**src/hw/rtl/fppid_pkg.sv**
```systemverilog
`timescale 1ns / 1ps

package fppid_pkg;

   localparam int WORD_WIDTH    = 32;
   localparam int FRAC_BITS_DEF = 16;
   localparam int NUM_CSR       = 8;
   localparam int CSR_IDX_WIDTH = 3;

   localparam logic [CSR_IDX_WIDTH-1:0] CSR_FILTER_DECAY      = 3'd0;
   localparam logic [CSR_IDX_WIDTH-1:0] CSR_INTEGRAL_GAIN     = 3'd1;
   localparam logic [CSR_IDX_WIDTH-1:0] CSR_WINDUP_GAIN       = 3'd2;
   localparam logic [CSR_IDX_WIDTH-1:0] CSR_FILTER_INPUT_GAIN = 3'd3;
   localparam logic [CSR_IDX_WIDTH-1:0] CSR_PROPORTIONAL_GAIN = 3'd4;
   localparam logic [CSR_IDX_WIDTH-1:0] CSR_DIRECT_DERIV_GAIN = 3'd5;
   localparam logic [CSR_IDX_WIDTH-1:0] CSR_DRIVE_MIN         = 3'd6;
   localparam logic [CSR_IDX_WIDTH-1:0] CSR_DRIVE_MAX         = 3'd7;

   localparam logic signed [WORD_WIDTH-1:0] DRIVE_MIN_RST = {1'b1, {(WORD_WIDTH-1){1'b0}}};
   localparam logic signed [WORD_WIDTH-1:0] DRIVE_MAX_RST = {1'b0, {(WORD_WIDTH-1){1'b1}}};

   typedef struct packed {
      logic signed [WORD_WIDTH-1:0] error_value;
      logic signed [WORD_WIDTH-1:0] measured_value;
   } req_word_type;

   typedef struct packed {
      logic signed [WORD_WIDTH-1:0] drive;
      logic                         limited;
   } rsp_word_type;

   typedef struct packed {
      logic signed [WORD_WIDTH-1:0] filter_decay;
      logic signed [WORD_WIDTH-1:0] integral_gain;
      logic signed [WORD_WIDTH-1:0] windup_gain;
      logic signed [WORD_WIDTH-1:0] filter_input_gain;
      logic signed [WORD_WIDTH-1:0] proportional_gain;
      logic signed [WORD_WIDTH-1:0] direct_derivative_gain;
      logic signed [WORD_WIDTH-1:0] drive_min;
      logic signed [WORD_WIDTH-1:0] drive_max;
   } cfg_type;

endpackage

```
**src/hw/rtl/fppid_csr.sv**
```systemverilog
`timescale 1ns / 1ps

module fppid_csr (
   input  logic                                   clock,
   input  logic                                   reset,
   input  logic                                   csr_we,
   input  logic [fppid_pkg::CSR_IDX_WIDTH-1:0]    csr_index,
   input  logic [fppid_pkg::WORD_WIDTH-1:0]       csr_wdata,
   output fppid_pkg::cfg_type                     cfg
);
   import fppid_pkg::*;

   cfg_type cfg_ff;
   cfg_type cfg_in;

   always_comb begin
      cfg_in = cfg_ff;
      if (csr_we) begin
         unique case (csr_index)
            CSR_FILTER_DECAY:      cfg_in.filter_decay           = csr_wdata;
            CSR_INTEGRAL_GAIN:     cfg_in.integral_gain          = csr_wdata;
            CSR_WINDUP_GAIN:       cfg_in.windup_gain            = csr_wdata;
            CSR_FILTER_INPUT_GAIN: cfg_in.filter_input_gain      = csr_wdata;
            CSR_PROPORTIONAL_GAIN: cfg_in.proportional_gain      = csr_wdata;
            CSR_DIRECT_DERIV_GAIN: cfg_in.direct_derivative_gain = csr_wdata;
            CSR_DRIVE_MIN:         cfg_in.drive_min              = csr_wdata;
            CSR_DRIVE_MAX:         cfg_in.drive_max              = csr_wdata;
            default:               cfg_in = cfg_ff;
         endcase
      end
   end

   always_ff @(posedge clock) begin
      if (reset) begin
         cfg_ff.filter_decay           <= '0;
         cfg_ff.integral_gain          <= '0;
         cfg_ff.windup_gain            <= '0;
         cfg_ff.filter_input_gain      <= '0;
         cfg_ff.proportional_gain      <= '0;
         cfg_ff.direct_derivative_gain <= '0;
         cfg_ff.drive_min              <= DRIVE_MIN_RST;
         cfg_ff.drive_max              <= DRIVE_MAX_RST;
      end else begin
         cfg_ff <= cfg_in;
      end
   end

   assign cfg = cfg_ff;

endmodule

```
**config.mk**
```make
export PLATFORM = sky130hd
export DESIGN_NAME = fppid_csr
export DESIGN_NICKNAME = d
export VERILOG_FILES = /design/src/hw/rtl/fppid_pkg.sv /design/src/hw/rtl/fppid_csr.sv
export SDC_FILE = /design/constraint.sdc
export NUM_CORES = 1
export LEC_CHECK = 0
export ABC_CLOCK_PERIOD_IN_PS = 3900
export BUFFER_PORTS_ARGS = -buffer_cell sky130_fd_sc_hd__buf_4
export CAP_MARGIN = 20
export CORE_MARGIN = 2
export CORE_UTILIZATION = 55
export CTS_CLUSTER_DIAMETER = 50
export DETAILED_ROUTE_END_ITERATION = 8
export PLACE_DENSITY = 0.84
export SLEW_MARGIN = 20
export SYNTH_ARGS = -nofsm -noshare
export SYNTH_HDL_FRONTEND = slang
export SYNTH_SLANG_ARGS = --single-unit
```
**constraint.sdc**
```tcl
create_clock -name clock -period 3.9 [get_ports clock]
set_input_delay 0.78 -clock clock [delete_from_list [all_inputs] [get_ports clock]]
set_output_delay 0.78 -clock clock [all_outputs]
set_load 0.01 [all_outputs]
```
* Word-level counts from Yosys, hierarchy flattened
Index checks and enable logic that the tools add are counted.
** Storage, ports and cells
- Register bits after elaboration :: 256
- Input port bits :: 38
- Output and inout bits :: 256
- Logic and storage cells :: 24
** Operators by class
- Equal/unequal tests :: 7
- Reduce and logical (&&, ||, !) cells :: 9
** Operators by type and width (count)
- $reduce_and A2 Y1 :: 8
- $eq A3 B3 Y1 const B :: 4
- $eq A3 B2 Y1 const B :: 2
- $eq A3 B1 Y1 const B :: 1
- $logic_not A3 Y1 :: 1

* Depth between registers and ports, before layout
Gate-level depths: netlist (run 1).
- Depth after elaboration :: 2
- Mapped depth :: 5
- Mapped depth without buffers :: 2

* Worst setup path before layout (run 1)
OpenSTA, ideal clock, no wires.
- Path type :: input to register
- Start point :: in csr_index[1] (netlist name)
- End point :: reg cfg_ff, in the netlist cfg[245]
- Library setup time :: 0.125 ns
- Arrival time :: 1.824 ns
- Required time :: 3.775 ns
- Slack :: 1.951 ns
- Cell stages on the path :: 5
- Path buffers :: 3
- Cells stage by stage :: buf_2 or4b_4 buf_6 buf_12 mux2i_1
** On the way
- Word-level cells in the longest chain between the ends :: 2
** Ends and longest elaborated chain
- from (decl) :: line fppid_csr.sv:7 : input logic [fppid_pkg::CSR_IDX_WIDTH-1:0] csr_index,
- $logic_not A3 Y1 :: line fppid_csr.sv:19 : unique case (csr_index)
- $reduce_and A2 Y1 (no source line)
- to (signal assigned) :: line fppid_csr.sv:44 : cfg_ff <= cfg_in;
- to (decl) :: line fppid_csr.sv:13 : cfg_type cfg_ff;
No other way between the ends.
A chain may end at the register's enable or synchronous reset.

* Worst setup path after layout (run 1)
- Start point :: in csr_index[2] (netlist name)
- End point :: reg cfg_ff, in the netlist cfg[172]
** On the way
- Word-level cells in the longest chain between the ends :: 2
** Ends and longest elaborated chain (line)
- $eq A3 B2 Y1 :: fppid_csr.sv:19
- $reduce_and A2 Y1 (no source line)
No other way between the ends.

==> metrics.yaml, run 1 <==
status: "completed"
post-place-cells: 1377
routed_via_density: 5.16
cts_max_level: 1
endpoint_kind: "register"
drtPass1Iterations: 4
synth_warnings: 0
io_pins: 294
synth_ff_type: "dfxtp_1"
period_needed_ns: 1.84
swShare_pct: 22.7
finalSetupViolCount: 0
grt_pass1_vias: 7401
rows: 49
hpwl_mm: 17.7
postRouteAntennaNets: 0
avgSynthCellArea_um2: 10.9
num_antenna_cells: 0
crit_buf_inv: 1
crit_chain: "buf_4, nand4bb_4, mux2i_1"
p_clk_share_pct: 45.8
intPower_w: 0.00447
drv_slew: 0
setup_tns_ns: 0
fmax_ghz: 0.545
switchingPower_w: 0.00131
cp_data_required_time_ns: 4.32
synth_cell_type_count: 15
tightest_slew_ns: 0.959
nets: 1215
max_slew_margin_pct: 35.9
hold_viol_final: 0
cts_setup_buffers: 0
crit_path_max_fanout: 32
fin_cells: 1426
start_kind: "primary input"
clk_latency_ns: 0.52
cts_hold_buf: 0
synthesis.nets: 948
drcViolationCount: 0
synth_area_mm2: 0.00996
peakVddDrop_mv: 0.336
synthTopCellsByCount: "dfxtp_1 (256), mux2i_1 (256), nand2b_1 (256), nor2_1 (64), clkbuf_1 (36)"
io_buffer_count: 293
start_util_pct: 55.8
cts_tree: "built"
cpPeakStageDelay_ns: 0.87
core_mm2: 0.0178
p_comb_share_pct: 7.4
netlist_instances: 910
largest_reg_flops: 256
syn_to_final_growth_pct: 32.8
grt_pass1_wl_mm: 41.4
postCtsResizedCells: 0
die_w_um: 139
drt_iter0_markers: 315
routedWlPerCell_um: 18.6
rsz0062_at_grt: "false"
wirelength_mm: 26.5
drive_above_1_share_pct: 29.8
track_usage_pct: 26.6
synth.largest_area_cell: "dfxtp_1"
timing.final.crit_share_pct: 47.1
power_frac_seq_pct: 46.8
ys_seq_area_share_pct: 51.5
synth_edf_count: 0
max_cap_viol_count: 0
finClkSkew_ns: 0
cts_inserted_buffers: 27
leakagePower_nw: 6.58
synthDominantCellAreaShare_pct: 51.5
grt_antenna_before_repair: 0
clk_pin_slew_ns: 0.06
cp.arrival_ns: 2.26
hold_class: "register to register"
ys_async_sr_fraction_pct: 0
cp_top_family: "simple AND/OR/NAND/NOR gates"
cts.path.max_buffers: 3
path_class: "primary input to register"
grt_overflow: 0
grt_max_degree: 90
cts_root_buffer: "clkbuf_16"
place_congestion: 0.815
vias: 7360
slowest_stage: "nand4bb_4"
die_y_um: 139
powerDensity_mw_per_mm2: 437
cts.sink_count: 256
synthTopCellsByArea: "dfxtp_1 (51%), mux2i_1 (26%), nand2b_1 (16%), nor2_1 (2.4%), buf_2 (1.4%)"
die-area_mm2: 0.0192
ys_ff_latch: 256
## path summary, 6_finish.rpt
| path | endpoint | cells after the start | start | slack [ns] |
|---|---|---|---|---|
| hold / removal | cfg[224] | 2 | cfg[224] | 0.47 |
| setup reg to reg | cfg[248] | 2 | cfg[248] | 3.20 |
| hold reg to reg | cfg[224] | 2 | cfg[224] | 0.47 |
| setup / recovery | cfg[172] | 3 | csr_index[2] | 2.06 |
## per-stage QoR
stage	cell area [um2]	total power (W)	util (%)	worst slack, ns	hold slack (ns)
after floorplan	9960	0.00300	-	1.95	0.493
after global placement	12300	0.00318	68.9	1.59	0.458
after detailed placement	12300	0.00319	68.9	1.52	0.467
after CTS	13200	0.00582	74.1	2.06	0.475
after global routing	13200	0.00597	74.1	2.00	0.487
final	13200	0.00578	74.1	2.06	0.474
## cells by family after synthesis
family / after synthesis / synth area share (%)
buffers and inverters: 68 / 3.29
AND/OR/NAND/NOR: 330 / 19.5
flip-flops: 256 / 51.5
multiplexers: 256 / 25.7
## tightest hold or removal path, delay by kind of cell, from the launching register on
kind          cells  cell delay, ns
simple gates      1            0.06
flops             1            0.31
mux               1            0.05
## power groups by stage
stage	logic [W]	registers, W	clock network (W)
final	0.000428	0.00271	0.00265
after global routing	0.000455	0.00271	0.00280
after CTS	0.000431	0.00271	0.00268
after detailed placement	0.000428	0.00276	0
after global placement	0.000422	0.00276	0
after floorplan	0.000212	0.00279	0
## cells in the final DEF (no fill, tap or decap), types with 2 or more instances in the layout
master	netlist	layout
nor2_1	64	64
mux2i_1	256	256
nand4bb_4	0	2
dfxtp_1	256	256
bufinv_16	0	3
clkinv_4	0	2
buf_4	2	303
clkinv_2	0	3
nand4b_1	3	3
inv_6	0	2
clkbuf_16	0	27
nand2b_1	256	256
clkbuf_1	36	4
clkbuf_8	0	6
buf_12	1	2
clkinvlp_4	0	2
## per-layer routing
metal  GRT usage, %  vias up  share of wire [%]
met4           8.43        0                3.0
met1           32.7     3529                 41
met2           46.3      239                 49
li1               -     3543                  -
met5              0        -                  0
met3           6.35       49                6.8
## layout make-up
type	instances	area, um2
repair buffers	306	2330
fillers	1268	4610
flip-flops and latches	256	5120
clock inverters	12	155
well taps	229	287
clock buffers	37	773
multi-input cells	586	4560
(Power assumes the default switching activity.)
==> run 2, diff against run 1 <==
Settings changed: ABC_CLOCK_PERIOD_IN_PS 3900 to 1600, CORE_UTILIZATION 55 to 47, PLACE_DENSITY 0.84 to 0.77.
Clock period 3.9 ns to 1.6 ns, I/O delays scaled along.
==> metrics.yaml, run 2 (synthesis gave the netlist of run 1 again) <==
final_cell_mix: "buf_4 (320), nand2b_1 (256), mux2i_1 (256), dfxtp_1 (256), nor2_1 (64)"  # was buf_4 (303), nand2b_1 (256), mux2i_1 (256), dfxtp_1 (256), nor2_1 (64)
vias: 7494  # was 7360
die_y_um: 150  # was 139 um
setup_ws_ns: 0.204  # was 2.06 ns
switchingPower_w: 0.00324  # was 0.00131 W
grt_antenna_before_repair: 0  # unchanged
place_congestion: 0.790  # was 0.815
start_kind: "register"  # was primary input
routed_via_density: 4.99  # was 5.16
drt_iter0_markers: 278  # was 315
grt_pass1_vias: 7280  # was 7401
syn_to_final_growth_pct: 36.9  # was 32.8%
crit_path_max_fanout: 2  # was 32
cts_root_buffer: "clkbuf_16"  # unchanged
rows: 53  # was 49
final_common_cell: "buf_4"  # unchanged
die-area_mm2: 0.0224  # was 0.0192 mm2
swShare_pct: 22.6  # was 22.7%
cts.path.max_buffers: 3  # unchanged
setup_tns_ns: 0  # unchanged
endpoint_kind: "output port"  # was register
power_frac_seq_pct: 46.0  # was 46.8%
wirelength_mm: 27.2  # was 26.5 mm
grt_overflow: 0  # unchanged
tightest_slew_ns: 0.570  # was 0.959 ns
n_fill_cell: 1674  # was 1268
hpwl_mm: 18.7  # was 17.7 mm
cts_max_level: 1  # unchanged
place_ws_ns: 0.0123  # was 1.52 ns
clk_pin_slew_ns: 0.06  # about the same
rsz0062_at_grt: "false"  # unchanged
io_pins: 294  # unchanged
start_util_pct: 47.7  # was 55.8%
clk_latency_ns: 0.53  # was 0.52 ns
track_usage_pct: 23.4  # was 26.6%
cts_tree: "built"  # unchanged
p_comb_share_pct: 7.7  # was 7.4%
powerDensity_mw_per_mm2: 1050  # was 437 mW/mm2
period_needed_ns: 1.40
finClkSkew_ns: 0  # unchanged
crit_chain: "buf_4"  # was buf_4, nand4bb_4, mux2i_1
num_antenna_cells: 0  # unchanged
fmax_ghz: 0.716
die_w_um: 150  # was 139 um
p_clk_share_pct: 46.3  # was 45.8%
postRouteAntennaNets: 0  # unchanged
hold_class: "primary input to register"  # was register to register
io_buffer_count: 293  # unchanged
path_class: "register to output port"  # was primary input to register
largest_reg_flops: 256  # unchanged
cts_setup_buffers: 0  # unchanged
status: "completed"  # unchanged
leakagePower_nw: 6.77  # was 6.58 nW
finalSetupViolCount: 0  # unchanged
slowest_stage: "dfxtp_1"  # was nand4bb_4
nets: 1243  # was 1215
max_cap_viol_count: 0  # unchanged
routedWlPerCell_um: 18.1  # was 18.6 um
crit_buf_inv: 1  # unchanged
cp.arrival_ns: 1.08  # was 2.26 ns
hold_viol_final: 0  # unchanged
max_slew_margin_pct: 61.9  # was 35.9%
cts_inserted_buffers: 29  # was 27
cp_data_required_time_ns: 1.28  # was 4.32 ns
cpPeakStageDelay_ns: 0.40  # was 0.87 ns
grt_max_degree: 35  # was 90
drv_slew: 0  # unchanged
core_mm2: 0.0209  # was 0.0178 mm2
cts_hold_buf: 0  # unchanged
timing.final.crit_share_pct: 87.3
peakVddDrop_mv: 0.758  # was 0.336 mV
drive_above_1_share_pct: 31.5  # was 29.8%
cts.sink_count: 256  # unchanged
drcViolationCount: 0  # unchanged
intPower_w: 0.0111  # was 0.00447 W
cp_top_family: "flip-flops"  # was simple AND/OR/NAND/NOR gates
postCtsResizedCells: 0  # unchanged
grt_pass1_wl_mm: 41.5  # was 41.4 mm
drtPass1Iterations: 4  # unchanged
run 2: cell types whose count changed in the layout (fill, tap and decap cells not counted), sizes merged:
cell | previous run | this run
buf | 306 | 332
clkinv | 5 | 7
clkbuf | 37 | 38
run 2: final timing paths:
kind	slack (ns)	endpoint	cells after the start	startpoint
max	0.20	cfg[222]	1	cfg[222]
min	0.06	cfg[5]	3	csr_wdata[5]
max reg2reg	0.94	cfg[222]	2	cfg[222]
min reg2reg	0.47	cfg[207]	2	cfg[207]
run 2: per-stage QoR:
stage / cells / utilization (%) / hold slack (ns) / instance area [um2] / total power (W)
6_report: 1501 / 65.3 / 0.0556 / 13600 / 0.0143
5_1_grt: 1501 / 65.3 / 0.0463 / 13600 / 0.0148
4_1_cts: 1501 / 65.3 / 0.0346 / 13600 / 0.0145
3_5_place_dp: 1449 / 60.6 / 0.461 / 12700 / 0.00785
3_3_place_gp: 1449 / 60.6 / 0.457 / 12700 / 0.00783
2_1_floorplan: 910 / - / 0.481 / 9960 / 0.00731
run 2: metal layers:
metal	up-vias	global-route usage (%)	wire, um
li1	3593	-	-
met1	3630	31.2	11900
met2	232	38.2	12600
met3	39	6.01	2100
met4	0	5.76	553
met5	-	0	0
run 2: power by group through the flow:
stage                     Sequential, W  Clock (W)  Combinational (W)
after floorplan                 0.00679          0           0.000516
after global routing            0.00661    0.00700            0.00119
final                           0.00660    0.00664            0.00111
after CTS                       0.00660    0.00678            0.00112
after detailed placement        0.00674          0            0.00111
after global placement          0.00673          0            0.00110
run 2: area by class of cell:
type	instances	area, um2	share of cell area, %
clock buffers	38	810	5.94
clock inverters	14	161	1.18
multi-input cells	586	4560	33.4
flip-flops and latches	256	5120	37.6
well taps	275	344	2.52
repair buffers	332	2630	19.3
==> run 3, diff against run 2 <==
Settings changed: HOLD_SLACK_MARGIN set to 0.08.
==> metrics.yaml, run 3 (synthesis gave the netlist of run 1 again) <==
status: "completed"  # unchanged
wl_met1_mm: 12.0  # was 11.9 mm
fin_hold_ws_ns: 0.102  # was 0.0556 ns
critPathCapture: "cfg[222]"  # unchanged
grt_max_degree: 35  # unchanged
hp-start: "csr_wdata[21]"  # was csr_wdata[5]
cpPeakStageDelay_ns: 0.40  # about the same
postRouteAntennaNets: 0  # unchanged
drtPass1Iterations: 5  # was 4
crit_chain: "buf_4"  # unchanged
cts_root_buffer: "clkbuf_16"  # unchanged
vias: 7627  # was 7494
die-area_mm2: 0.0224  # unchanged
peakVddDrop_mv: 0.760  # was 0.758 mV
period_needed_ns: 1.40  # about the same
max_cap_viol_count: 0  # unchanged
place_congestion: 0.790  # unchanged
hold_class: "primary input to register"  # unchanged
max_slew_margin_pct: 61.2  # was 61.9%
crit_path_max_fanout: 2  # unchanged
io_pins: 294  # unchanged
power_frac_seq_pct: 45.8  # was 46.0%
clk_pin_slew_ns: 0.06  # about the same
grt_overflow: 0  # unchanged
final_cell_mix: "buf_4 (320), nand2b_1 (256), mux2i_1 (256), dfxtp_1 (256), nor2_1 (64)"  # unchanged
die_w_um: 150  # unchanged
syn_to_final_growth_pct: 39.9  # was 36.9%
slowest_stage: "dfxtp_1"  # unchanged
place_ws_ns: 0.0123  # unchanged
cts_tree: "built"  # unchanged
grt_pass1_vias: 7495  # was 7280
drive_above_1_share_pct: 30.7  # was 31.5%
cts.path.max_buffers: 3  # unchanged
wirelength_mm: 27.7  # was 27.2 mm
hpwl_mm: 18.7  # unchanged
cp.arrival_ns: 1.08  # about the same
reg2reg_depth: 2  # unchanged
start_kind: "register"  # unchanged
cts_setup_buffers: 0  # unchanged
reg2reg_from: "cfg[11]"  # was cfg[222]
largest_reg_flops: 256  # unchanged
setup_ws_ns: 0.202  # was 0.204 ns
route.met2.wl_mm: 12.8  # was 12.6 mm
die_y_um: 150  # unchanged
swShare_pct: 22.6  # about the same
drt_iter0_markers: 244  # was 278
clk_latency_ns: 0.53  # about the same
nets: 1273  # was 1243
p_clk_share_pct: 46.1  # was 46.3%
endpoint_kind: "output port"  # unchanged
drv_slew: 0  # unchanged
crit_buf_inv: 1  # unchanged
regToRegEndpoint: "cfg[11]"  # was cfg[222]
tightest_slew_ns: 0.580  # was 0.570 ns
cp_data_required_time_ns: 1.28  # about the same
hold_viol_final: 0  # unchanged
switchingPower_w: 0.00326  # was 0.00324 W
cts_inserted_buffers: 29  # unchanged
highest_layer: "met4"  # unchanged
cts.sink_count: 256  # unchanged
crit_path_start: "cfg[222]"  # unchanged
powerDensity_mw_per_mm2: 1030  # was 1050 mW/mm2
cp_top_family: "flip-flops"  # unchanged
wl_met3_mm: 2.02  # was 2.10 mm
holdPathStages: 3  # unchanged
leakagePower_nw: 6.90  # was 6.77 nW
start_util_pct: 47.7  # unchanged
cts_max_level: 1  # unchanged
path_class: "register to output port"  # unchanged
r2r_slack_ns: 0.91  # was 0.94 ns
fmax_ghz: 0.715  # was 0.716 GHz
io_buffer_count: 293  # unchanged
rows: 53  # unchanged
p_comb_share_pct: 8.1  # was 7.7%
routed_via_density: 4.98  # was 4.99
finalSetupViolCount: 0  # unchanged
track_usage_pct: 23.9  # was 23.4%
finClkSkew_ns: 0  # unchanged
timing.final.crit_share_pct: 87.4  # was 87.3%
grt_antenna_before_repair: 0  # unchanged
rsz0062_at_grt: "false"  # unchanged
intPower_w: 0.0112  # was 0.0111 W
core_mm2: 0.0209  # unchanged
cp.depth: 1  # unchanged
drcViolationCount: 0  # unchanged
grt_pass1_wl_mm: 42.3  # was 41.5 mm
num_antenna_cells: 0  # unchanged
routedWlPerCell_um: 18.1  # about the same
setup_tns_ns: 0  # unchanged
final_common_cell: "buf_4"  # unchanged
-- run 3: cell types whose count changed in the layout (fill, tap and decap cells not counted) --
| cell | delta |
|---|---|
| dlygate4sd3_1 | +30 |
-- run 3: per-layer routing --
metal	track usage [%]	vias up
met4	7.62	0
met5	0	-
met3	5.85	53
li1	-	3649
met2	39.0	257
met1	31.3	3668
-- run 3: timing repair --
action                    in CTS  in global routing
gates resized for setup        0                  0
hold endpoints to repair      30                  0
hold buffers                  30                  0
-- run 3: worst min-delay path by stage --
stage	end	slack [ns]
2_1_floorplan	cfg[63]	0.48
3_3_place_gp	cfg[236]	0.46
3_5_place_dp	cfg[212]	0.46
4_1_cts	cfg[21]	0.08
5_1_grt	cfg[21]	0.09
6_report	cfg[21]	0.10
-- run 3: cell type report --
class / count / area [um2]
clock buffer: 38 / 810
clock inverter: 14 / 161
fill: 1623 / 6950
multi-input combinational: 586 / 4560
sequential: 256 / 5120
tap: 275 / 344
timing repair buffer: 362 / 2930
-- run 3: power by group through the flow --
stage / sequential [W] / combinational, W / clock (W)
2_1_floorplan: 0.00679 / 0.000516 / 0
3_3_place_gp: 0.00673 / 0.00110 / 0
3_5_place_dp: 0.00674 / 0.00111 / 0
4_1_cts: 0.00660 / 0.00118 / 0.00678
5_1_grt: 0.00661 / 0.00126 / 0.00700
6_report: 0.00660 / 0.00117 / 0.00665
-- run 3: through the flow --
stage | std cells | power [W] | cell area (um2) | utilization, %
6_report | 1531 | 0.0144 | 13900 | 66.7
3_5_place_dp | 1449 | 0.00785 | 12700 | 60.6
4_1_cts | 1531 | 0.0146 | 13900 | 66.7
2_1_floorplan | 910 | 0.00731 | 9960 | -
5_1_grt | 1531 | 0.0149 | 13900 | 66.7
3_3_place_gp | 1449 | 0.00783 | 12700 | 60.6
